==> src/rtl/sdlwd_pkg.sv <==
package sdlwd_pkg;

    // Window geometry
    localparam int WINDOW_DEPTH = 1024;
    localparam int NUM_WIN      = 3;
    localparam int LAT_W        = 48;
    localparam int LENREG_W     = 11;
    localparam int STRIKE_W     = 8;
    localparam int LEN_W        = $clog2(WINDOW_DEPTH + 1);
    localparam int POS_W        = $clog2(WINDOW_DEPTH);
    localparam int CNT_W        = LEN_W + 2;
    localparam int CMP_W        = (LEN_W > LENREG_W) ? LEN_W : LENREG_W;
    localparam int ADDR_W       = $clog2(NUM_WIN * WINDOW_DEPTH);
    localparam int QUEUE_DEPTH  = 2;

    // Configuration port
    localparam int PADDR_W = 6;
    localparam int PDATA_W = 64;

    localparam logic [2:0] REG_ENABLE     = 3'd0;
    localparam logic [2:0] REG_RAND_THR   = 3'd1;
    localparam logic [2:0] REG_SEQ_THR    = 3'd2;
    localparam logic [2:0] REG_RAND_LEN   = 3'd3;
    localparam logic [2:0] REG_READ_LEN   = 3'd4;
    localparam logic [2:0] REG_WRITE_LEN  = 3'd5;
    localparam logic [2:0] REG_STRIKE_LIM = 3'd6;

    // Input codes
    localparam logic [1:0] CLS_RANDOM = 2'd0;
    localparam logic [1:0] CLS_SEQ    = 2'd1;
    localparam logic [1:0] OP_READ    = 2'd0;
    localparam logic [1:0] OP_WRITE   = 2'd1;

    // Window indexes
    localparam logic [1:0] WIN_RANDOM = 2'd0;
    localparam logic [1:0] WIN_READ   = 2'd1;
    localparam logic [1:0] WIN_WRITE  = 2'd2;

    typedef struct packed {
        logic [1:0]       io_class;
        logic [1:0]       op_kind;
        logic [LAT_W-1:0] latency;
    } t_in;

    typedef struct packed {
        logic slow_disk;
        logic sample_recorded;
    } t_out;

    typedef struct packed {
        logic                              enabled;
        logic [LAT_W-1:0]                  rand_thr;
        logic [LAT_W-1:0]                  seq_thr;
        logic [NUM_WIN-1:0][LENREG_W-1:0]  win_len;
        logic [STRIKE_W-1:0]               strike_limit;
    } t_cfg;

    // Classified item travelling from front to back
    typedef struct packed {
        logic [1:0]       win;
        logic             rec;
        logic             new_above;
        logic [LAT_W-1:0] latency;
    } t_work;

    // Window length as used: zero acts as one, clipped to the ring depth
    function automatic logic [LEN_W-1:0] eff_len(input logic [LENREG_W-1:0] r);
        logic [CMP_W-1:0] x;
        x = CMP_W'(r);
        if (x == '0) x = CMP_W'(1);
        if (x > CMP_W'(WINDOW_DEPTH)) x = CMP_W'(WINDOW_DEPTH);
        return LEN_W'(x);
    endfunction

    function automatic logic [LAT_W-1:0] win_thr(input t_cfg c, input logic [1:0] w);
        return (w == WIN_RANDOM) ? c.rand_thr : c.seq_thr;
    endfunction

endpackage

==> src/rtl/sdlwd_front.sv <==
module sdlwd_front
    import sdlwd_pkg::*;
(
    input  t_cfg  i_cfg,
    input  logic  i_in_valid,
    input  t_in   i_in_data,
    output logic  o_in_stall,
    input  logic  i_q_full,
    output logic  o_push,
    output t_work o_push_data
);

    logic       rec;
    logic [1:0] win;

    assign o_in_stall = i_q_full;
    assign o_push     = i_in_valid && !i_q_full;

    // Sort the access into a window; anything unusable is marked not recorded
    always_comb begin
        rec = i_cfg.enabled && (i_in_data.latency != '0) &&
              ((i_in_data.io_class == CLS_RANDOM) ||
               ((i_in_data.io_class == CLS_SEQ) &&
                (i_in_data.op_kind inside {OP_READ, OP_WRITE})));
        if (!rec || i_in_data.io_class == CLS_RANDOM) begin
            win = WIN_RANDOM;
        end else if (i_in_data.op_kind == OP_READ) begin
            win = WIN_READ;
        end else begin
            win = WIN_WRITE;
        end
    end

    always_comb begin
        o_push_data.win       = win;
        o_push_data.rec       = rec;
        o_push_data.latency   = i_in_data.latency;
        o_push_data.new_above = i_in_data.latency > win_thr(i_cfg, win);
    end

endmodule

==> config.mk <==
export PLATFORM = sky130hd
export DESIGN_NAME = sdlwd_front
export DESIGN_NICKNAME = d
export VERILOG_FILES = /design/src/rtl/sdlwd_pkg.sv /design/src/rtl/sdlwd_front.sv
export SDC_FILE = /design/constraint.sdc
export NUM_CORES = 1
export LEC_CHECK = 0
export ABC_AREA = 1
export BUFFER_PORTS_ARGS = -buffer_cell sky130_fd_sc_hd__buf_2
export CAP_MARGIN = 20
export CORE_MARGIN = 4
export CORE_UTILIZATION = 30
export DETAILED_ROUTE_END_ITERATION = 6
export PLACE_DENSITY = 0.66
export RECOVER_POWER = 25
export SLEW_MARGIN = 20
export SYNTH_ARGS = -nofsm -noshare
export SYNTH_HDL_FRONTEND = slang
export SYNTH_SLANG_ARGS = --single-unit
==> constraint.sdc <==
create_clock -name vclk -period 5.6
set_clock_uncertainty 0.15 [all_clocks]
set_input_delay 0.28 -clock vclk [all_inputs]
set_output_delay 0.28 -clock vclk [all_outputs]
set_load 0.01 [all_outputs]
## Word level (Yosys, flattened, before mapping)

Cells that the tools add are included.

| operators by class | value |
|---|---|
| order comparisons | 1 |
| eq/ne operators | 2 |
| mux-type cells | 3 |
| reductions and logical operators | 13 |

Operators with widths:

| kind | count |
|---|---|
| greater-than comparator 48 bit | 1 |
| 2-to-1 mux 48 bit | 1 |
| nonzero test 48 bit | 1 |
| zero test 2 bit | 3 |
| == test 2 x 1 -> 1 bit (second input constant) | 2 |
| logical AND 1 bit | 4 |
| 2-to-1 mux 2 bit | 2 |
| zero test 1 bit | 2 |
| logical OR 1 bit | 2 |
| nonzero test 2 bit | 1 |

| word-level totals | value |
|---|---|
| flip-flop bits (word level) | 0 |
| input port bits | 192 |
| output and inout port bits | 54 |

## Longest topological paths before layout

| logic depth | value |
|---|---|
| depth after elaboration | 11 |
| mapped depth | 23 |
| gate-level depth less buffers | 22 |

## Worst setup path before layout

No wires, ideal clock.

| timing path | value |
|---|---|
| kind | input to output |
| start | in i_in_data[30] (netlist bit) |
| end | out o_push_data[48] (netlist bit) |
| arrival | 2.259 ns |
| required time | 5.170 ns |
| setup slack | 2.911 ns |
| stages | 19 |
| buffers on the path | 2 |
| path through | nor2_1 -> nand2_1 -> nor2_1 -> nand2_1 -> nor3_2 -> nand2_1 -> buf_4 -> buf_6 -> nand4_1 -> nand2_1 -> ha_1 -> nand2_1 -> nor2_1 -> nand2_1 -> nor2_1 -> nand2_1 -> a21oi_1 -> nor2_1 -> nor2_1 |

RTL lines:

| element | RTL line | text |
|---|---|---|
| start: declaration | sdlwd_front.sv:6 | `input t_in i_in_data,` |
| end: declaration | sdlwd_front.sv:10 | `output t_work o_push_data` |

==> PnR_summary.wiki <==
{| class="wikitable"
! Metric !! Value
|-
| Outcome || complete, no violations
|-
| Design internal power || roughly 110 µW
|-
| Final worst-path cycle share || 0.633
|-
| Antenna violations before repair || 0
|-
| Crit-path slowest cell || nand3_2
|-
| Maximum number of pins on one net before global-route repair || 50
|-
| Power share of the sequential group || 0
|-
| Area of all placed cells without fillers || about 3500 µm²
|-
| Flip-flop and latch count || 0
|-
| Setup ws final || roughly 2100 ps
|-
| Most common cell after layout, fill and taps aside || buf_2
|-
| Number of hold violations in the final report || 0
|-
| Estimated wirelength of the detail-placed design || about 7200 µm
|-
| Iter 0 DRT Violations || 75
|-
| Leak Pwr || approximately 2.5 nW
|-
| Type of the worst setup path || input port to output pin
|-
| Max-cap viol count || 0
|-
| Switching part of the total power || 0.548
|-
| Switching power || roughly 130 µW
|-
| Area contributors post-synth || nand2_1, ha_1, inv_1
|-
| Number of top-level design ports || ~250
|-
| DRC violation count after routing || 0
|-
| Summed negative setup slack over all endpoints || 0 ps
|-
| Number of buffers inserted by post-CTS setup repair || 0
|-
| Crit path buffers/inverters || 3
|-
| Net count, final || just over 900
|-
| Core Util, Final || 0.384
|-
| Core area || between 9000 and 10000 µm²
|-
| Area share of the largest cell type after synthesis || 0.214
|-
| Drt pass-1 iters || 4
|-
| Number of pins with negative max-slew slack in the final report || 0
|-
| Post-Synthesis Mean Instance Area || 5.37 µm²
|-
| Syn nets || 766
|-
| Hold Slack || 628 ps
|-
| Count of antenna diodes in the layout || 0
|-
| Sum of overflow across all layers after global routing || 0
|-
| Die area || 11000 µm²
|-
| Proportion of synthesized chip area in sequential cells || 0
|-
| Largest voltage drop on the vdd net || roughly 0.024 mV
|-
| Number of warning messages in the yosys log || 0
|-
| Via count of the first global-routing pass || about 3.1k
|-
| Power after layout || roughly 240 µW
|-
| Initial core utilization || 0.307
|-
| Cell type with the highest aggregate area in the netlist || nand2_1
|-
| CP Cell Sequence || buf_2 -> nor2_1 -> nand2_1 -> nor2_1 -> nand2_1 -> nor3_2 -> nand2_2 -> nand3_2 -> buf_4 -> nand2_1 -> nand2_1 -> ha_1 -> a21o_1 -> nor2_1 -> nand2_1 -> nand2_1 -> nand2_1 -> nand2_1 -> nand2_1 -> nor2_1 -> nor2_1 -> buf_2
|-
| Layout area overhead || 25.1%
|-
| Number of nets with antenna violations after routing || 0
|-
| Post-detailed-route wirelength per cell || 11.1 µm
|-
| Number of cells produced by synthesis || about 530
|-
| Library cell appearing most often on the critical path || nand2_1
|-
| Vertical die dimension || between 100 and 150 µm
|-
| Required arrival time at the worst endpoint || a little over 5000 ps
|-
| Placed instance count || about 780
|-
| Cell family contributing the most delay on the critical path || simple AND/OR/NAND/NOR gates
|-
| Die W || between 100 and 150 µm
|-
| Pre-CTS setup slack || just under 2000 ps
|-
| GP Congestion || about 0.75
|-
| Clock buf count || 0
|-
| Final critical delay including setup and external delays || around 3500 ps
|-
| Total Wirelength || approximately 8600 µm
|-
| Slew at the pin with the worst max-slew slack || about 600 ps
|-
| Delay of the slowest cell on the worst path || approximately 420 ps
|-
| Hold Buf Count CTS || 0
|-
| Final instance count without filler cells || between 700 and 800
|-
| Cell Area, Synth || ~2800 µm²
|-
| DR vias/cell || 4.40
|-
| Class of the tightest hold or removal check || input port to output pin
|-
| Crit Path Max Fanout || 26
|-
| CP Launch Type || input port
|-
| Post-cts gate resize count || 0
|-
| Critical path endpoint category || output pin
|-
| Power per unit of standard cell area || between 60 and 70 nW/µm²
|-
| RSZ-0062 raised after global routing || false
|-
| Input/output buffers || 205
|-
| Placement-stage cell area || roughly 3500 µm²
|-
| Clock network power share || 0
|-
| Multi-input gate area || about 1900 µm²
|-
| Relative slew slack || 0.596
|-
| Footprint of the flip-flops and latches || 0 µm²
|-
| Data arrival time of the critical path || slightly above 3000 ps
|-
| Post-synth cell types || 21
|-
| Rows || 35
|-
| Number of filler instances in the final layout || 1065
|-
| Maximum operating frequency || 282 MHz
|-
| Gate power share || 1.000
|-
| Commonest cells after routing, fill and taps aside || buf_2, nand2_1, inv_1, nand4_1, ha_1
|-
| Layout cell share with drive strength beyond 1 || 0.301
|-
| Number of vias after detailed routing || roughly 3.4k
|-
| Global-route usage over all layers || 0.144
|-
| Wire length of the first global-routing pass || around 14000 µm
|-
| Final setup violation count || 0
|}
==> metal layers <==
metal	vias up	GRT usage	wire, µm
met5	-	0	0
met4	0	0	0
met3	0	0.0179	629
met2	120	0.274	4290
met1	1419	0.183	3680
li1	1876	-	-
==> synthesized netlist by cell type <==
master,number
nor3_2,1
nor2_1,43
buf_1,4
buf_6,2
o21a_1,2
nand3_2,1
a21boi_0,1
nor3_1,1
nand3_1,2
buf_2,7
nand4_1,57
buf_4,51
nand2_1,161
ha_1,48
a21oi_1,21
nor2_2,1
inv_1,112
a21o_1,2
clkbuf_1,6
nor3b_1,1
o21ai_0,2
==> path summary, 6_finish.rpt <==
| path | startpoint | to | slack (ps) | depth (start not counted) |
|---|---|---|---|---|
| worst max-delay path | i_in_data[22] | o_push_data[48] | 2060 | 22 |
| worst min-delay path | i_q_full | o_in_stall | 630 | 2 |
==> power by group through the flow <==
| stage | registers [mW] | clock network [mW] | logic (mW) |
|---|---|---|---|
| after global placement | 0 | 0 | 0.241 |
| after CTS | 0 | 0 | 0.245 |
| after floorplan | 0 | 0 | 0.161 |
| final | 0 | 0 | 0.240 |
| after detailed placement | 0 | 0 | 0.244 |
| after global routing | 0 | 0 | 0.281 |
==> layout make-up <==
type,instances,area share
repair buffers,209,0.294
multi-input cells,344,0.547
well taps,111,0.0393
inverters,112,0.119
==> logic make-up after synthesis <==
family | Yosys count | share of synthesized area
simple gates | 268 | 0.415
buf+inv | 182 | 0.318
fa+ha+maj | 48 | 0.213
compound gates | 28 | 0.0541
Power figures use the tool's default switching activity.
