--- src/rtl/sdlwd_pkg.sv ---
package sdlwd_pkg;

    // Window geometry
    localparam int WINDOW_DEPTH = 1024;
    localparam int NUM_WIN      = 3;
    localparam int LAT_W        = 48;
    localparam int LENREG_W     = 11;
    localparam int STRIKE_W     = 8;
    localparam int LEN_W        = $clog2(WINDOW_DEPTH + 1);
    localparam int POS_W        = $clog2(WINDOW_DEPTH);
    localparam int CNT_W        = LEN_W + 2;
    localparam int CMP_W        = (LEN_W > LENREG_W) ? LEN_W : LENREG_W;
    localparam int ADDR_W       = $clog2(NUM_WIN * WINDOW_DEPTH);
    localparam int QUEUE_DEPTH  = 2;

    // Configuration port
    localparam int PADDR_W = 6;
    localparam int PDATA_W = 64;

    localparam logic [2:0] REG_ENABLE     = 3'd0;
    localparam logic [2:0] REG_RAND_THR   = 3'd1;
    localparam logic [2:0] REG_SEQ_THR    = 3'd2;
    localparam logic [2:0] REG_RAND_LEN   = 3'd3;
    localparam logic [2:0] REG_READ_LEN   = 3'd4;
    localparam logic [2:0] REG_WRITE_LEN  = 3'd5;
    localparam logic [2:0] REG_STRIKE_LIM = 3'd6;

    // Input codes
    localparam logic [1:0] CLS_RANDOM = 2'd0;
    localparam logic [1:0] CLS_SEQ    = 2'd1;
    localparam logic [1:0] OP_READ    = 2'd0;
    localparam logic [1:0] OP_WRITE   = 2'd1;

    // Window indexes
    localparam logic [1:0] WIN_RANDOM = 2'd0;
    localparam logic [1:0] WIN_READ   = 2'd1;
    localparam logic [1:0] WIN_WRITE  = 2'd2;

    typedef struct packed {
        logic [1:0]       io_class;
        logic [1:0]       op_kind;
        logic [LAT_W-1:0] latency;
    } t_in;

    typedef struct packed {
        logic slow_disk;
        logic sample_recorded;
    } t_out;

    typedef struct packed {
        logic                              enabled;
        logic [LAT_W-1:0]                  rand_thr;
        logic [LAT_W-1:0]                  seq_thr;
        logic [NUM_WIN-1:0][LENREG_W-1:0]  win_len;
        logic [STRIKE_W-1:0]               strike_limit;
    } t_cfg;

    // Classified item travelling from front to back
    typedef struct packed {
        logic [1:0]       win;
        logic             rec;
        logic             new_above;
        logic [LAT_W-1:0] latency;
    } t_work;

    // Window length as used: zero acts as one, clipped to the ring depth
    function automatic logic [LEN_W-1:0] eff_len(input logic [LENREG_W-1:0] r);
        logic [CMP_W-1:0] x;
        x = CMP_W'(r);
        if (x == '0) x = CMP_W'(1);
        if (x > CMP_W'(WINDOW_DEPTH)) x = CMP_W'(WINDOW_DEPTH);
        return LEN_W'(x);
    endfunction

    function automatic logic [LAT_W-1:0] win_thr(input t_cfg c, input logic [1:0] w);
        return (w == WIN_RANDOM) ? c.rand_thr : c.seq_thr;
    endfunction

endpackage

--- src/rtl/sdlwd_cfg.sv ---
module sdlwd_cfg
    import sdlwd_pkg::*;
(
    input  logic               i_clk,
    input  logic               i_rst_n,
    input  logic               psel,
    input  logic               penable,
    input  logic               pwrite,
    input  logic [PADDR_W-1:0] paddr,
    input  logic [PDATA_W-1:0] pwdata,
    output logic [PDATA_W-1:0] prdata,
    output logic               pready,
    output t_cfg               o_cfg
);

    t_cfg       r_cfg;
    logic [2:0] reg_idx;
    logic       wr_en;

    assign pready  = 1'b1;
    assign reg_idx = paddr[5:3];
    assign wr_en   = psel && penable && pwrite;
    assign o_cfg   = r_cfg;

    // Register writes
    always_ff @(posedge i_clk) begin
        if (!i_rst_n) begin
            r_cfg.enabled      <= 1'b0;
            r_cfg.rand_thr     <= '0;
            r_cfg.seq_thr      <= '0;
            r_cfg.win_len[0]   <= LENREG_W'(1024);
            r_cfg.win_len[1]   <= LENREG_W'(1024);
            r_cfg.win_len[2]   <= LENREG_W'(1024);
            r_cfg.strike_limit <= STRIKE_W'(3);
        end else if (wr_en) begin
            case (reg_idx)
                REG_ENABLE:     r_cfg.enabled      <= pwdata[0];
                REG_RAND_THR:   r_cfg.rand_thr     <= pwdata[LAT_W-1:0];
                REG_SEQ_THR:    r_cfg.seq_thr      <= pwdata[LAT_W-1:0];
                REG_RAND_LEN:   r_cfg.win_len[0]   <= pwdata[LENREG_W-1:0];
                REG_READ_LEN:   r_cfg.win_len[1]   <= pwdata[LENREG_W-1:0];
                REG_WRITE_LEN:  r_cfg.win_len[2]   <= pwdata[LENREG_W-1:0];
                REG_STRIKE_LIM: r_cfg.strike_limit <= pwdata[STRIKE_W-1:0];
                default: ;
            endcase
        end
    end

    // Read back
    always_comb begin
        case (reg_idx)
            REG_ENABLE:     prdata = PDATA_W'(r_cfg.enabled);
            REG_RAND_THR:   prdata = PDATA_W'(r_cfg.rand_thr);
            REG_SEQ_THR:    prdata = PDATA_W'(r_cfg.seq_thr);
            REG_RAND_LEN:   prdata = PDATA_W'(r_cfg.win_len[0]);
            REG_READ_LEN:   prdata = PDATA_W'(r_cfg.win_len[1]);
            REG_WRITE_LEN:  prdata = PDATA_W'(r_cfg.win_len[2]);
            REG_STRIKE_LIM: prdata = PDATA_W'(r_cfg.strike_limit);
            default:        prdata = '0;
        endcase
    end

endmodule

--- config.mk ---
export PLATFORM = sky130hd
export DESIGN_NAME = sdlwd_cfg
export DESIGN_NICKNAME = d
export VERILOG_FILES = /design/src/rtl/sdlwd_pkg.sv /design/src/rtl/sdlwd_cfg.sv
export SDC_FILE = /design/constraint.sdc
export NUM_CORES = 1
export LEC_CHECK = 0
export ABC_AREA = 1
export BUFFER_PORTS_ARGS = -buffer_cell sky130_fd_sc_hd__buf_2
export CAP_MARGIN = 15
export CORE_ASPECT_RATIO = 0.6
export CORE_MARGIN = 3
export CORE_UTILIZATION = 43
export DETAILED_ROUTE_END_ITERATION = 16
export PLACE_DENSITY = 0.73
export SYNTH_ARGS = -nofsm -noshare
export SYNTH_HDL_FRONTEND = slang
export SYNTH_SLANG_ARGS = --single-unit
--- constraint.sdc ---
create_clock -name i_clk -period 2 [get_ports i_clk]
set_input_delay 0.2 -clock i_clk [delete_from_list [all_inputs] [get_ports i_clk]]
set_output_delay 0.2 -clock i_clk [all_outputs]
set_load 0.005 [all_outputs]
# == After elaboration in Yosys (flattened, before gate mapping) ==
# Index checks and enable logic that the tools add are counted.
# word_totals
reg_bits,138
elab_cells,24
out_inout_bits,203
input_bits,75
# op_classes
eq_ne,6
n_reduce_logical,10
muxes,1
# op_table
operator,count
48-bit one-hot mux with 7 select lines,1
2-bit AND reduction,7
"3-bit == test, second input constant",3
"3-bit by 2-bit == test with 1-bit output, second input constant",2
"3-bit by 1-bit == test with 1-bit output, second input constant",1
3-bit logical NOT,1
1-bit logical AND,2

# == Logic depth before layout (Yosys ltp) ==
# logic_depth
depth_word,3
depth_mapped,9
depth_no_buf,7

# == Least setup slack after synthesis ==
# Ideal clock, no wire load.
# synth_timing
path_type,input -> output
start,input paddr[5]
end,output prdata[10]
required_time_ns,1.800
arrival_ns,1.070
path_buffers,3
setup_slack_ns,0.730
stages,7
path_cell_list,buf_2 buf_4 buf_1 nand3_1 nand2_1 nor2_1 nand2_1
# synth_via
elab_chain_len,2
elab_cells_between_ends,8
cone_classes,eq/ne: 6; mux: 1; reduce/logical: 1
# synth_lines
item,line_no,source
from (decl),sdlwd_cfg.sv:9,"input logic [PADDR_W-1:0] paddr,"
3-bit == test (tied with other cells),sdlwd_cfg.sv:51,case (reg_idx)
48-bit one-hot mux with 7 select lines *,sdlwd_cfg.sv:51,
to (decl),sdlwd_cfg.sv:11,"output logic [PDATA_W-1:0] prdata,"
# Mark *: on every way between the ends. The rest lies on a longest branch, timed or not.

# == Final worst setup path ==
# layout_timing
start,input paddr[3]
end,output prdata[3]
# The elaborated chain is that of the path after synthesis.

==> run summary <==
WP data required -> 1.80 ns
status -> finished clean
EDFF count, synth -> 0
Tmin final -> 1.79 ns
final WL -> 21.0 mm
fin nets -> 1382
Syn Area/Cell -> 6.17 µm²
Mapped Area -> 6750 µm²
total power -> 0.00655 W
maximum VDD drop -> 486 µV
largest net degree at the start of global routing -> 67
row count -> 34
most frequent cells after synthesis -> nand2_1 (352), nor2_1 (286), dfxtp_1 (138)
Die X -> 168 µm
yosys warns -> 0
Top FF cell, synth -> dfxtp_1
Via Count -> 7297
Worst path slowest cell -> buf_12
# setup viols final -> 0
routed len/inst -> 13.8 µm
CTS Sinks -> 138
CTS tree -> built
worst skew pair latency -> 0.40 ns
Core Box Area -> 14900 µm²
placed inst area -> 8100 µm²
vias per cell -> 4.81
measured slew at the worst slew-check pin -> 0.964 ns
Worst Setup End Kind -> primary output
switching pwr -> 0.00167 W
Port Buffers -> 241
Total GRT Usage -> 23.5%
vias in the first global route -> 6195
fmax -> 560 MHz
drt pass-1 iters -> 6
cell mode on critical path -> nand2_1
Fin. Hold Viols -> 0
H-tree Lvls -> 4
Setup Skew -> 0 ns
Root Driver -> clkbuf_16
pre-CTS WS -> 0.0421 ns
Num CTS Buffers -> 17
Max Cap Viol -> 0
post-synth top area share -> 40.9%
setup TNS -> 0 ns
max FFs per register -> 138
grt total ovfl -> 0
net switching share of the total power -> 25.5%
clock power share -> 48.7%
Largest stage delay, worst path -> 0.26 ns
first-pass GRT wire length -> 32.9 mm
antenna violations before repair -> 2
CP Class -> primary input to primary output
Hold Path Class -> primary input to register
CTS Hold Bufs -> 0
Initial Util -> 45.2%
clock tree buffer depth -> 2
P_int -> 0.00488 W
synthesis-to-layout area growth -> 29.2%
leading area contributor after synthesis -> dfxtp_1
Final Max Slew Viols -> 0
Post-CTS Setup Inserts -> 0
Max transition margin -> 35.6%
drt drc -> 0
combinational fraction of design power -> 8.3%
die span in y -> 103 µm
# fillers -> 1466
layout cell share with drive strength beyond 1 -> 23.9%
fin area -> 8730 µm²
Largest delay share family, worst path -> buffers and inverters
clk slew on worst S/H paths -> 0.06 ns
ys async rst share -> 0%
WP data arrival -> 1.59 ns
Antenna Violating Nets Remaining -> 0
Placer Congestion -> 0.913
FF+latch count, synth -> 138
pwr/cell area -> 750 nW/µm²
initial DRC count -> 613
ant diodes -> 0
placed wire-length estimate -> 14.6 mm
Worst Path Buf+Inv -> 7
period utilisation layout -> 89.3%
Die Area -> 17300 µm²
Top-Level Pins -> 278
post-route setup slack -> 0.214 ns
CP Launch Type -> primary input
top-count cell post-synth -> nand2_1
Sequential Power Share -> 43.0%
crit path cell chain -> buf_2 -> buf_12 -> inv_2 -> buf_4 -> nand2_1 -> nor2_4 -> buf_12 -> nand2_1 -> nand2_1 -> inv_1 -> nand2_1 -> buf_2
worst-path fanout max -> 54
post-synthesis cell type count -> 17
P_leak -> 4.68 nW
post-CTS sizing -> 0
Seq/Total Area, Yosys -> 40.9%
cell count after synthesis -> 1095
Synth area leaders -> dfxtp_1 (41%), nand2_1 (20%), nor2_1 (16%)
RSZ-0062 raised after global routing -> false
[power groups by stage]
stage	clock [W]	combinational, W	sequential (W)
2_1_floorplan	0	0.000344	0.00287
3_3_place_gp	0	0.000532	0.00287
3_5_place_dp	0	0.000535	0.00288
4_1_cts	0.00325	0.000537	0.00281
5_1_grt	0.00336	0.000608	0.00282
6_report	0.00319	0.000543	0.00281
[per-layer routing]
layer / track usage, % / part of all wire [%] / vias to the layer above
met5: 0 / 0.10 / -
met4: 3.90 / 0.42 / 4
met3: 6.13 / 10 / 11
met2: 35.2 / 42 / 317
met1: 34.6 / 47 / 3227
li1: - / - / 3738
[worst register-to-register path, stage by stage (launching register included)]
cell and delay (ns):
dfxtp_1 0.40, nor2_1 0.07, nor2_1 0.13
[stage by stage]
stage | std cells | utilization (%) | hold slack [ns]
6_report | 1518 | 58.5 | 0.0416
5_1_grt | 1518 | 58.5 | 0.0334
4_1_cts | 1517 | 58.3 | 0.0244
3_5_place_dp | 1485 | 54.2 | 0.451
3_3_place_gp | 1485 | 54.2 | 0.429
2_1_floorplan | 1110 | - | 0.326
[layout by cell type, fill, tap and decap left out, types with 6 or more instances in the layout]
cell	Yosys	layout
nand3_1	129	129
buf_12	0	9
dfxtp_1	138	138
conb_1	2	17
inv_6	0	6
buf_4	28	19
nand4_1	17	17
inv_1	62	62
nand2_1	352	352
buf_2	35	240
clkbuf_16	0	17
nor2_1	286	284
[cell type report]
class	instances	area, µm²	share of cell area (%)
inverter	66	249	2.85
tap	198	248	2.84
sequential	138	2760	31.7
multi-input combinational	815	3320	38.0
clock inverter	14	159	1.82
timing repair buffer	269	1550	17.8
clock buffer	18	439	5.03
[kinds of logic (layout without fill, tap and decap cells)]
kind of cell	after synthesis	after routing	share of synthesized area, %
AOI/OAI and AO/OA	6	6	0.444
buffers and inverters	157	367	11.2
DFF	138	138	40.9
other	2	17	0.111
and+or+nand+nor	792	792	47.4
[final timing paths]
| path | start | endpoint | slack [ns] | depth (start not counted) |
|---|---|---|---|---|
| worst min-delay path | pwdata[1] | o_cfg[1] | 0.04 | 3 |
| worst max-delay path | paddr[3] | prdata[3] | 0.21 | 12 |
| worst max register to register | o_cfg[46] | o_cfg[46] | 1.34 | 2 |
| worst min register to register | o_cfg[92] | o_cfg[92] | 0.50 | 2 |
Power figures use the tool's default switching activity.
