## src/rtl/sdlwd_pkg.sv

```systemverilog
package sdlwd_pkg;

    // Window geometry
    localparam int WINDOW_DEPTH = 1024;
    localparam int NUM_WIN      = 3;
    localparam int LAT_W        = 48;
    localparam int LENREG_W     = 11;
    localparam int STRIKE_W     = 8;
    localparam int LEN_W        = $clog2(WINDOW_DEPTH + 1);
    localparam int POS_W        = $clog2(WINDOW_DEPTH);
    localparam int CNT_W        = LEN_W + 2;
    localparam int CMP_W        = (LEN_W > LENREG_W) ? LEN_W : LENREG_W;
    localparam int ADDR_W       = $clog2(NUM_WIN * WINDOW_DEPTH);
    localparam int QUEUE_DEPTH  = 2;

    // Configuration port
    localparam int PADDR_W = 6;
    localparam int PDATA_W = 64;

    localparam logic [2:0] REG_ENABLE     = 3'd0;
    localparam logic [2:0] REG_RAND_THR   = 3'd1;
    localparam logic [2:0] REG_SEQ_THR    = 3'd2;
    localparam logic [2:0] REG_RAND_LEN   = 3'd3;
    localparam logic [2:0] REG_READ_LEN   = 3'd4;
    localparam logic [2:0] REG_WRITE_LEN  = 3'd5;
    localparam logic [2:0] REG_STRIKE_LIM = 3'd6;

    // Input codes
    localparam logic [1:0] CLS_RANDOM = 2'd0;
    localparam logic [1:0] CLS_SEQ    = 2'd1;
    localparam logic [1:0] OP_READ    = 2'd0;
    localparam logic [1:0] OP_WRITE   = 2'd1;

    // Window indexes
    localparam logic [1:0] WIN_RANDOM = 2'd0;
    localparam logic [1:0] WIN_READ   = 2'd1;
    localparam logic [1:0] WIN_WRITE  = 2'd2;

    typedef struct packed {
        logic [1:0]       io_class;
        logic [1:0]       op_kind;
        logic [LAT_W-1:0] latency;
    } t_in;

    typedef struct packed {
        logic slow_disk;
        logic sample_recorded;
    } t_out;

    typedef struct packed {
        logic                              enabled;
        logic [LAT_W-1:0]                  rand_thr;
        logic [LAT_W-1:0]                  seq_thr;
        logic [NUM_WIN-1:0][LENREG_W-1:0]  win_len;
        logic [STRIKE_W-1:0]               strike_limit;
    } t_cfg;

    // Classified item travelling from front to back
    typedef struct packed {
        logic [1:0]       win;
        logic             rec;
        logic             new_above;
        logic [LAT_W-1:0] latency;
    } t_work;

    // Window length as used: zero acts as one, clipped to the ring depth
    function automatic logic [LEN_W-1:0] eff_len(input logic [LENREG_W-1:0] r);
        logic [CMP_W-1:0] x;
        x = CMP_W'(r);
        if (x == '0) x = CMP_W'(1);
        if (x > CMP_W'(WINDOW_DEPTH)) x = CMP_W'(WINDOW_DEPTH);
        return LEN_W'(x);
    endfunction

    function automatic logic [LAT_W-1:0] win_thr(input t_cfg c, input logic [1:0] w);
        return (w == WIN_RANDOM) ? c.rand_thr : c.seq_thr;
    endfunction

endpackage

```

## src/rtl/sdlwd_queue.sv

```systemverilog
module sdlwd_queue
    import sdlwd_pkg::*;
(
    input  logic  i_clk,
    input  logic  i_rst_n,
    input  logic  i_push,
    input  t_work i_push_data,
    output logic  o_full,
    output logic  o_head_valid,
    output t_work o_head,
    input  logic  i_pop
);

    localparam int PTR_W = $clog2(QUEUE_DEPTH);
    localparam int CNT_QW = $clog2(QUEUE_DEPTH + 1);

    t_work             r_slot [QUEUE_DEPTH];
    logic [PTR_W-1:0]  r_wr_ptr;
    logic [PTR_W-1:0]  r_rd_ptr;
    logic [CNT_QW-1:0] r_count;

    assign o_full       = (r_count == CNT_QW'(QUEUE_DEPTH));
    assign o_head_valid = (r_count != '0);
    assign o_head       = r_slot[r_rd_ptr];

    // Pointers and occupancy
    always_ff @(posedge i_clk) begin
        if (!i_rst_n) begin
            r_wr_ptr <= '0;
            r_rd_ptr <= '0;
            r_count  <= '0;
        end else begin
            if (i_push) begin
                r_wr_ptr <= (r_wr_ptr == PTR_W'(QUEUE_DEPTH - 1)) ? '0 : r_wr_ptr + 1'b1;
            end
            if (i_pop) begin
                r_rd_ptr <= (r_rd_ptr == PTR_W'(QUEUE_DEPTH - 1)) ? '0 : r_rd_ptr + 1'b1;
            end
            if (i_push && !i_pop) begin
                r_count <= r_count + 1'b1;
            end else if (i_pop && !i_push) begin
                r_count <= r_count - 1'b1;
            end
        end
    end

    // Entry storage
    always_ff @(posedge i_clk) begin
        if (i_push) begin
            r_slot[r_wr_ptr] <= i_push_data;
        end
    end

endmodule

```

## config.mk

```make
export PLATFORM = sky130hd
export DESIGN_NAME = sdlwd_queue
export DESIGN_NICKNAME = d
export VERILOG_FILES = /design/src/rtl/sdlwd_pkg.sv /design/src/rtl/sdlwd_queue.sv
export SDC_FILE = /design/constraint.sdc
export NUM_CORES = 1
export LEC_CHECK = 0
export BUFFER_PORTS_ARGS = -buffer_cell sky130_fd_sc_hd__buf_2
export CORE_ASPECT_RATIO = 0.5
export CORE_MARGIN = 3
export CORE_UTILIZATION = 51
export DETAILED_ROUTE_END_ITERATION = 10
export GPL_ROUTABILITY_DRIVEN = 1
export PLACE_DENSITY = 0.86
export SYNTH_ARGS = -nofsm -noshare
export SYNTH_HDL_FRONTEND = slang
export SYNTH_SLANG_ARGS = --single-unit
```

## constraint.sdc

```tcl
create_clock -name i_clk -period 3.92 [get_ports i_clk]
set_input_delay 0.588 -clock i_clk [delete_from_list [all_inputs] [get_ports i_clk]]
set_output_delay 0.588 -clock i_clk [all_outputs]
set_load 0.02 [all_outputs]
```

Yosys cells after proc, flatten, opt, wreduce, memory -nomap -nowiden
Memories as Yosys holds them, arrays and structs flattened. A register that Yosys moved wholly into a read port is not among the register bits.
Cells that the tools add are included.

word-level totals
  register bits = 4
  bits in writable memories = 104
  input bits = 56
  output and inout bits = 54
  logic and storage cells = 23
  memories = 1

memory list
  memory  depth  width  rd ports  clocked after Yosys merged registers in  wr ports  RTL line           RTL
  r_slot  2      52     1         1                                        1         sdlwd_queue.sv:17  t_work r_slot [QUEUE_DEPTH];

cells by class
  add/sub/neg operators = 4
  equal/unequal tests = 1
  mux-type cells = 8
  reduce and logical (&&, ||, !) cells = 6

operator list
  operator                                                            number
  1-bit 2-to-1 mux                                                    6
  2-bit 2-to-1 mux                                                    2
  2-bit nonzero test                                                  2
  1-bit adder, second input constant                                  2
  2-bit by 1-bit adder with 2-bit output, second input constant       1
  2-bit equality test, second input constant                          1
  1-bit logical AND                                                   2
  1-bit logical NOT                                                   2
  2-bit by 1-bit subtractor with 2-bit output, second input constant  1

Depth between registers and ports, before layout
Gate-level depths: netlist of the first run.

  word-level depth = 4
  gate-level depth with buffers = 5
  depth with buffers taken out = 5

Worst setup path after synthesis of the first run
OpenSTA, ideal clock, no wires.

  path type = in2reg
  start = input port i_push
  end = memory r_slot[0][0] in the netlist's numbering, enable pin
  setup time = 0.469 ns
  data arrival time = 2.921 ns
  data required time = 3.451 ns
  slack = 0.530 ns
  cell stages on the path = 1
  path buffers = 0
  cells stage by stage = nor2b_1

on the way
  cells in the longest elaborated chain, start to end = 2

RTL lines
  item                                    RTL line           RTL
  start, declared                         sdlwd_queue.sv:6   input logic i_push,
  1-bit 2-to-1 mux                        sdlwd_queue.sv:49  if (i_push) begin
  1-bit 2-to-1 mux (implied by the code)  sdlwd_queue.sv:50  r_slot[r_wr_ptr] <= i_push_data;
  end, declared                           sdlwd_queue.sv:17

Every way passes these cells.

==> results of run 1 <==
==> metrics by stage <==
stage	power (µW)	instances	instance area (µm²)	utilization, %	setup WS, ns
detailed placement	1700	396	4630	62.0	1.55
CTS	2550	412	4910	65.8	1.18
global placement	1680	396	4630	62.0	1.60
finish	2520	412	4910	65.8	1.21
global route	2610	412	4910	65.8	1.09
floorplan	1590	184	3990	-	0.530
==> Yosys cell counts <==
cell type	instances
a21boi_1	1
and2_1	4
and2b_2	1
buf_2	1
buf_6	5
dfxtp_1	5
edfxtp_1	104
ha_1	1
inv_1	1
mux2_2	52
nor2b_1	2
o21a_1	1
o21ai_0	1
or2_2	1
or3_1	1
xnor2_1	1
xor2_1	2
==> area by class of cell <==
type / count / area, µm²
flip-flops and latches: 109 / 3220
fillers: 522 / 2550
multi-input cells: 68 / 712
repair buffers: 110 / 553
clock buffers: 14 / 244
well taps: 108 / 135
clock inverters: 2 / 33.8
inverters: 1 / 3.75
==> state kept, by name, summed over array words and instances (netlist names), named ones only <==
signal    count
r_wr_ptr      1
r_slot      104
r_rd_ptr      1
r_count       2
==> cell usage in the layout, fill, tap and decap left out, drive strengths merged <==
master,Yosys,layout
a21boi,1,1
and2,4,4
and2b,1,1
buf,6,110
bufinv,0,1
clkbuf,0,14
clkinv,0,1
dfxtp,5,5
edfxtp,104,104
ha,1,1
inv,1,1
mux2,52,52
nor2b,2,2
o21a,1,1
o21ai,1,1
or2,1,1
or3,1,1
xnor2,1,1
xor2,2,2
==> power by group through the flow <==
stage	clock network (µW)	logic, µW	registers [µW]
floorplan	0	207	1380
global placement	0	281	1400
detailed placement	0	289	1410
CTS	874	291	1380
global route	914	307	1390
finish	849	286	1380
==> final timing paths <==
path,startpoint,endpoint
max,flop,o_head[41]
min,i_push_data[2],r_slot[1][2]
max reg2reg,r_wr_ptr,r_slot[1][23]
min reg2reg,r_count[1],r_count[1]
==> kinds of logic (layout without fill, tap and decap cells) <==
group | after synthesis | after routing | synth area share (%)
AND/OR/NAND/NOR | 9 | 9 | 1.47
XOR/XNOR | 3 | 3 | 0.658
flip-flops | 109 | 109 | 80.8
AO/OA/AOI/OAI | 3 | 3 | 0.502
buffers and inverters | 7 | 127 | 1.63
adder cells (fa/ha/maj) | 1 | 1 | 0.313
multiplexers | 52 | 52 | 14.7
==> metal layers <==
metal | vias up | track usage [%] | wire length (µm)
met2 | 39 | 29.2 | 3840
li1 | 945 | - | -
met4 | 0 | 5.63 | 112
met5 | - | 0 | 0
met1 | 991 | 16.3 | 2640
met3 | 11 | 5.87 | 291
==> flow_summary_export.csv, run 1 <==
group,metric,value,unit
outcome,outcome,"finished clean",
logic_synthesis,ys_seq_elements,109,
worst_setup_path,worst-path-stages,2,
clock_network,clk_pin_slew,0.06,ns
hold_path,hold_path_class,"in -> reg",
worst_setup_path,cp_max_fo,52,
floorplanning,core,7460,µm²
sta,hold_violations,0,
grt,grt_pass1_wl,10.3,mm
placement,portBuffers,109,
floorplanning,dieArea,8990,µm²
drt,wl_per_cell,16.7,µm
logic_synthesis,syn_area,3990,µm²
worst_setup_path,reg2reg_slack,2.12,ns
cells_and_area,num_antenna_cells,0,
clock_network,numCtsBuffers,9,
clock_network,htreeDepth,3,
worst_setup_path,reg2regPathDepth,1,
pwr,leakagePower,0.00185,µW
pwr,switching_share,21.9,%
sta,hold_slack,0.436,ns
placement,globalplace.congestion,0.676,
pwr,p_int,1970,µW
sta,finalCritPeriodShare,69.1,%
cells_and_area,area_growth,22.9,%
drt,viasPerCell,4.82,
grt,grt_use_total,15.4,%
worst_setup_path,path_buf_inv,1,
pwr,p_sw,551,µW
worst_setup_path,slowest_stage,"dfxtp_2",
sta,rsz0062_at_grt,"no",
worst_setup_path,endpoint_kind,"primary output",
cells_and_area,drive_above_1_share,58.2,%
logic_synthesis,syn_avg_cell_area,21.7,µm²
floorplanning,fp.dieW,131,µm
grt,grt_max_degree,53,
pwr,power.density,513,nW/µm²
logic_synthesis,synth_area_leaders,"edfxtp_1, mux2_2, dfxtp_1",
floorplanning,rows,22,
worst_setup_path,crit_family,"flip-flops",
clock_network,post_cts_buffers,0,
drt,ant_nets,0,
clock_network,clk_path_buf_depth,2,
clock_network,cts_hold_buffers,0,
drt,dr.pass1.iters,4,
pwr,peakVddDrop,0.334,mV
grt,gr-total-overflow,0,
placement,place_hpwl,4.51,mm
clock_network,clkSinkCount,109,
logic_synthesis,synth_fp_nets,241,
pwr,combinationalPowerShare,11.4,%
clock_network,cts_tree,"built",
drt,wl,6.89,mm
logic_synthesis,netlist_instances,184,
run,max-cap-violations,0,
floorplanning,dieHeight,68.6,µm
sta,finalSetupTns,0,ns
logic_synthesis,ys_seq_area_share,80.8,%
sta,fmaxAchievable,369,MHz
hold_path,hold_depth,1,
grt,antenna_found_initial,0,
drt,drtIter0Drc,66,
pwr,p_clk_share,33.7,%
sta,relSlewSlack,16.8,%
worst_setup_path,max_stage_delay,1.15,ns
sta,tightest_slew,1.25,ns
floorplanning,io_pins,110,
cells_and_area,fin_nets,356,
floorplanning,start_util,53.5,%
drt,drc_errors,0,
drt,vias,1986,
logic_synthesis,yosysWarningCount,0,
logic_synthesis,synth_top_area_share,78.2,%
clock_network,insertion_delay,0.34,ns
worst_setup_path,critPathRequiredTime,3.33,ns
sta,setup-violations-final,0,
sta,slew_viol_final,0,
worst_setup_path,crit_chain,"mux2_2 > buf_2",
grt,grt_pass1_vias,2066,
worst_setup_path,cp.arrival,2.12,ns
logic_synthesis,synth.distinct_cells,17,
logic_synthesis,synth_top_area_cell,"edfxtp_1",
sta,finClkSkew,0.00471,ns
worst_setup_path,path_class,"reg -> out",
worst_setup_path,start_kind,"flop",
clock_network,clock_tree.root_cell,"clkbuf_16",
clock_network,cts-resized-gates,0,
pwr,p_seq_share,54.9,%
sta,finalCriticalPeriod,2.71,ns
Power figures use the tool's default switching activity.
==> run 2: changes to the inputs <==
CORE_UTILIZATION = 46   (was 51)
PLACE_DENSITY = 0.82   (was 0.86)
clock period = 2.4 ns   (was 3.92 ns; I/O delays follow)
==> flow_summary_export.csv, run 2 (synthesis results as in run 1) <==
group,metric,value,unit
worst_setup_path,cp_max_fo,32,
worst_setup_path,start_kind,"flop",
worst_setup_path,path_class,"reg -> out",
floorplanning,start_util,48.7,%
grt,grt_pass1_wl,10.8,mm
clock_network,cts_hold_buffers,0,
sta,finalCriticalPeriod,1.95,ns
clock_network,cts_tree,"built",
drt,dr.pass1.iters,4,
cells_and_area,top_regs,"r_slot x104, r_count x2",
run,max-cap-violations,0,
cells_and_area,fillers,638,
grt,antenna_found_initial,0,
clock_network,clk_pin_slew,0.07,ns
pwr,peakVddDrop,0.360,mV
cells_and_area,fin_nets,360,
clock_network,post_cts_buffers,0,
floorplanning,io_pins,110,
drt,drtIter0Drc,82,
cells_and_area,num_antenna_cells,0,
placement,placed_area,4680,µm²
drt,ant_nets,0,
pwr,p_total,3990,µW
placement,portBuffers,109,
drt,wl_per_cell,16.8,µm
drt,viasPerCell,4.73,
hold_path,hold_path_class,"in -> reg",
pwr,power.density,810,nW/µm²
worst_setup_path,cp.arrival,1.59,ns
outcome,outcome,"finished clean",
sta,relSlewSlack,72.3,%
grt,busiest_layer,"met2",
grt,grt_max_degree,54,
sta,finClkSkew,0.00564,ns
pwr,leakagePower,0.00186,µW
drt,vias,1980,
clock_network,clk_path_buf_depth,2,
cells_and_area,seq_area,3220,µm²
cells_and_area,mostFrequentLayoutCells,"buf_2, edfxtp_1, mux2_2, clkbuf_16",
sta,rsz0062_at_grt,"no",
grt,grt_use_met3,4.49,%
clock_network,clock_tree.root_cell,"clkbuf_16",
drt,wl,7.03,mm
sta,setup-violations-final,0,
grt,met2_usage,27.6,%
floorplanning,rows,23,
cells_and_area,multi_input_area,712,µm²
clock_network,htreeDepth,3,
floorplanning,fp.dieW,138,µm
worst_setup_path,critPathRequiredTime,2.04,ns
cells_and_area,final_cell_area,4920,µm²
sta,hold_violations,0,
sta,tightest_slew,0.416,ns
placement,globalplace.congestion,0.715,
cells_and_area,largest_register_ffs,104,
cells_and_area,drive_above_1_share,59.0,%
sta,fmaxAchievable,512,MHz
floorplanning,dieHeight,71.9,µm
grt,gr-total-overflow,0,
worst_setup_path,endpoint_kind,"primary output",
floorplanning,core,8200,µm²
grt,met1_usage,15.5,%
placement,place_hpwl,4.86,mm
clock_network,numCtsBuffers,9,
grt,grt_pass1_vias,2215,
clock_network,clkSinkCount,109,
sta,finalCritPeriodShare,81.4,%
cells_and_area,regMostFlops,"r_slot",
clock_network,cts-resized-gates,0,
clock_network,insertion_delay,0.34,ns
floorplanning,dieArea,9900,µm²
grt,grt_use_total,14.7,%
cells_and_area,mostFrequentLayoutCell,"buf_2",
sta,finalSetupTns,0,ns
cells_and_area,area_growth,23.4,%
drt,drc_errors,0,
sta,slew_viol_final,0,
cells_and_area,final_util,60.0,%
run 2: metal layers:
layer	vias to the layer above	wire length, µm
li1	954	-
met1	971	2710
met2	47	3930
met3	8	304
met4	0	87
met5	-	0
run 2: metrics by stage:
stage / worst slack, ns / std cells / hold slack [ns]
finish: 0.447 / 419 / 0.210
global route: 0.363 / 419 / 0.193
CTS: 0.402 / 419 / 0.196
detailed placement: 0.775 / 404 / 0.502
global placement: 0.810 / 404 / 0.469
floorplan: 0.222 / 184 / 0.459
run 2: power by group:
group | total [µW] | switching, µW | leakage (µW) | internal (µW)
registers | 2220 | 27.8 | 0.00102 | 2200
logic | 506 | 292 | 0.000721 | 214
clock network | 1260 | 573 | 0.000122 | 686
run 2: worst max-delay path: stages, from the launching register on:
cell and delay, ns:
dfxtp_2 0.32, buf_4 0.36, mux2_2 0.40, buf_2 0.16
run 2: worst paths after layout:
kind / from / to / slack [ns] / cells after the start
worst max-delay path: flop / o_head[34] / 0.45 / 3
worst max register to register: r_wr_ptr / r_slot[1][30] / 1.17 / 2
worst min-delay path: i_push_data[42] / r_slot[0][42] / 0.21 / 1
worst min register to register: r_count[1] / r_count[1] / 0.51 / 2
run 2: cell type report:
| cell class | count | area share, % |
|---|---|---|
| clock buffer | 11 | 4.73 |
| inverter | 1 | 0.0762 |
| clock inverter | 4 | 0.330 |
| multi-input combinational | 68 | 14.5 |
| tap | 112 | 2.85 |
| sequential | 109 | 65.5 |
| timing repair buffer | 114 | 12.1 |
==> run 3: changes to the inputs <==
clock period = 1.6 ns   (was 2.4 ns; I/O delays follow)
==> flow_summary_export.csv, run 3 (synthesis results as in run 1) <==
group,metric,value,unit
grt,grt_max_degree,31,
cells_and_area,num_antenna_cells,0,
drt,ant_nets,0,
floorplanning,dieArea,9900,µm²
cells_and_area,mostFrequentLayoutCell,"edfxtp_1",
clock_network,post_cts_buffers,0,
clock_network,insertion_delay,0.33,ns
drt,viasPerCell,4.90,
cells_and_area,seq_area,3230,µm²
worst_setup_path,r2r_start,"r_wr_ptr",
pwr,p_seq_share,54.9,%
floorplanning,core,8200,µm²
grt,antenna_found_initial,0,
drt,drc_errors,0,
sta,finalCriticalPeriod,1.66,ns
pwr,p_int,4700,µW
placement,place_hpwl,4.96,mm
sta,rsz0062_at_grt,"yes",
worst_setup_path,max_stage_delay,0.37,ns
hold_path,hold_path_class,"in -> reg",
clock_network,cts_tree,"built",
pwr,p_clk_share,31.7,%
pwr,p_sw,1380,µW
sta,hold_slack,0.0926,ns
run,max-cap-violations,0,
drt,wl_per_cell,17.0,µm
worst_setup_path,crit_family,"flip-flops",
pwr,leakagePower,0.00190,µW
cells_and_area,fin_nets,361,
clock_network,htreeDepth,3,
floorplanning,fp.dieW,138,µm
placement,portBuffers,109,
cells_and_area,fillers,596,
grt,grt_pass1_vias,2283,
worst_setup_path,critPathRequiredTime,1.36,ns
cells_and_area,multi_input_area,719,µm²
sta,finalCritPeriodShare,104,%
clock_network,clk_pin_slew,0.07,ns
pwr,switching_share,22.7,%
pwr,p_total,6080,µW
sta,relSlewSlack,78.9,%
pwr,peakVddDrop,0.709,mV
worst_setup_path,path_class,"reg -> out",
sta,fmaxAchievable,601,MHz
floorplanning,rows,23,
floorplanning,io_pins,110,
worst_setup_path,crit_chain,"buf_12 > mux2_2 > buf_2",
pwr,power.density,1210,nW/µm²
placement,dp_cells,405,
grt,grt_pass1_wl,11.1,mm
cells_and_area,top_regs,"r_slot x104, r_count x2",
worst_setup_path,cp.arrival,1.42,ns
cells_and_area,mostFrequentLayoutCells,"edfxtp_1, buf_2, mux2_2, buf_4, clkbuf_16",
clock_network,clkSinkCount,109,
cells_and_area,drive_above_1_share,59.9,%
worst_setup_path,reg2reg_slack,0.37,ns
cells_and_area,regMostFlops,"r_slot",
worst_setup_path,endpoint_kind,"primary output",
floorplanning,start_util,48.7,%
clock_network,numCtsBuffers,9,
cells_and_area,final_cell_area,5030,µm²
drt,wl,7.14,mm
sta,setup-violations-final,51,
placement,placed_area,4720,µm²
drt,vias,2061,
drt,dr.pass1.iters,4,
outcome,outcome,"finished, violations left",
worst_setup_path,slowest_stage,"dfxtp_4",
sta,finClkSkew,0.00317,ns
clock_network,clock_tree.root_cell,"clkbuf_16",
hold_path,min_from,"i_push_data[18]",
clock_network,clk_path_buf_depth,2,
sta,tightest_slew,0.316,ns
grt,gr-total-overflow,0,
outcome,violations,"negative setup slack",
worst_setup_path,path_buf_inv,2,
sta,slew_viol_final,0,
sta,hold_violations,0,
sta,setup_ws,-0.0632,ns
floorplanning,dieHeight,71.9,µm
worst_setup_path,cp_max_fo,27,
cells_and_area,largest_register_ffs,104,
cells_and_area,stdcell_count,421,
drt,drtIter0Drc,108,
cells_and_area,area_growth,26.1,%
grt,grt_use_total,14.7,%
worst_setup_path,start_kind,"flop",
pwr,combinationalPowerShare,13.4,%
placement,globalplace.congestion,0.719,
run 3: changes by cell type in the layout (fill, tap and decap cells not counted):
cell and change:
clkbuf_1 -1, buf_12 +3, buf_4 +13, buf_2 -16, mux2_4 +2, clkinv_1 -1, dfxtp_4 +1, mux2_2 -2
buf_6 +1, clkinvlp_4 +1, dfxtp_2 -1, clkinv_2 +2
run 3: cell type report:
class	instances	share of cell area [%]
tap	112	2.78
inverter	1	0.0746
clock inverter	6	0.597
multi-input combinational	68	14.3
clock buffer	10	4.55
timing repair buffer	115	13.6
sequential	109	64.1
run 3: power by group through the flow:
stage	Sequential (µW)	Clock, µW	Combinational (µW)
2_1_floorplan	3380	0	511
3_3_place_gp	3390	0	773
3_5_place_dp	3400	0	791
4_1_cts	3340	1980	801
5_1_grt	3350	2090	871
6_report	3340	1930	814
run 3: final timing paths:
kind,cells past startpoint,end
worst max-delay path,3,o_head[25]
worst min-delay path,1,r_slot[1][18]
worst max register to register,2,r_slot[1][28]
worst min register to register,2,r_count[1]
run 3: stage by stage:
stage               setup TNS (ns)  setup slack, ns  util [%]
global placement                 0            0.277      57.6
floorplan                        0           0.0659         -
finish                       -2.30          -0.0632      61.4
CTS                          -3.39          -0.0855      60.8
global route                 -4.78           -0.107      61.4
detailed placement               0            0.270      57.6
run 3: routing by layer:
layer | global-route usage, % | vias up | wire length, µm
met2 | 28.7 | 54 | 4210
met5 | 0 | - | 0
met1 | 15.5 | 1038 | 2510
met3 | 3.79 | 10 | 312
met4 | 4.71 | 0 | 101
li1 | - | 959 | -
run 3: repair_timing:
| item | CTS | global route |
|---|---|---|
| setup endpoints to repair | 52 | 52 |
| gates resized for setup | 4 | 16 |
| hold buffers | 0 | 0 |
| gates cloned | 0 | 0 |
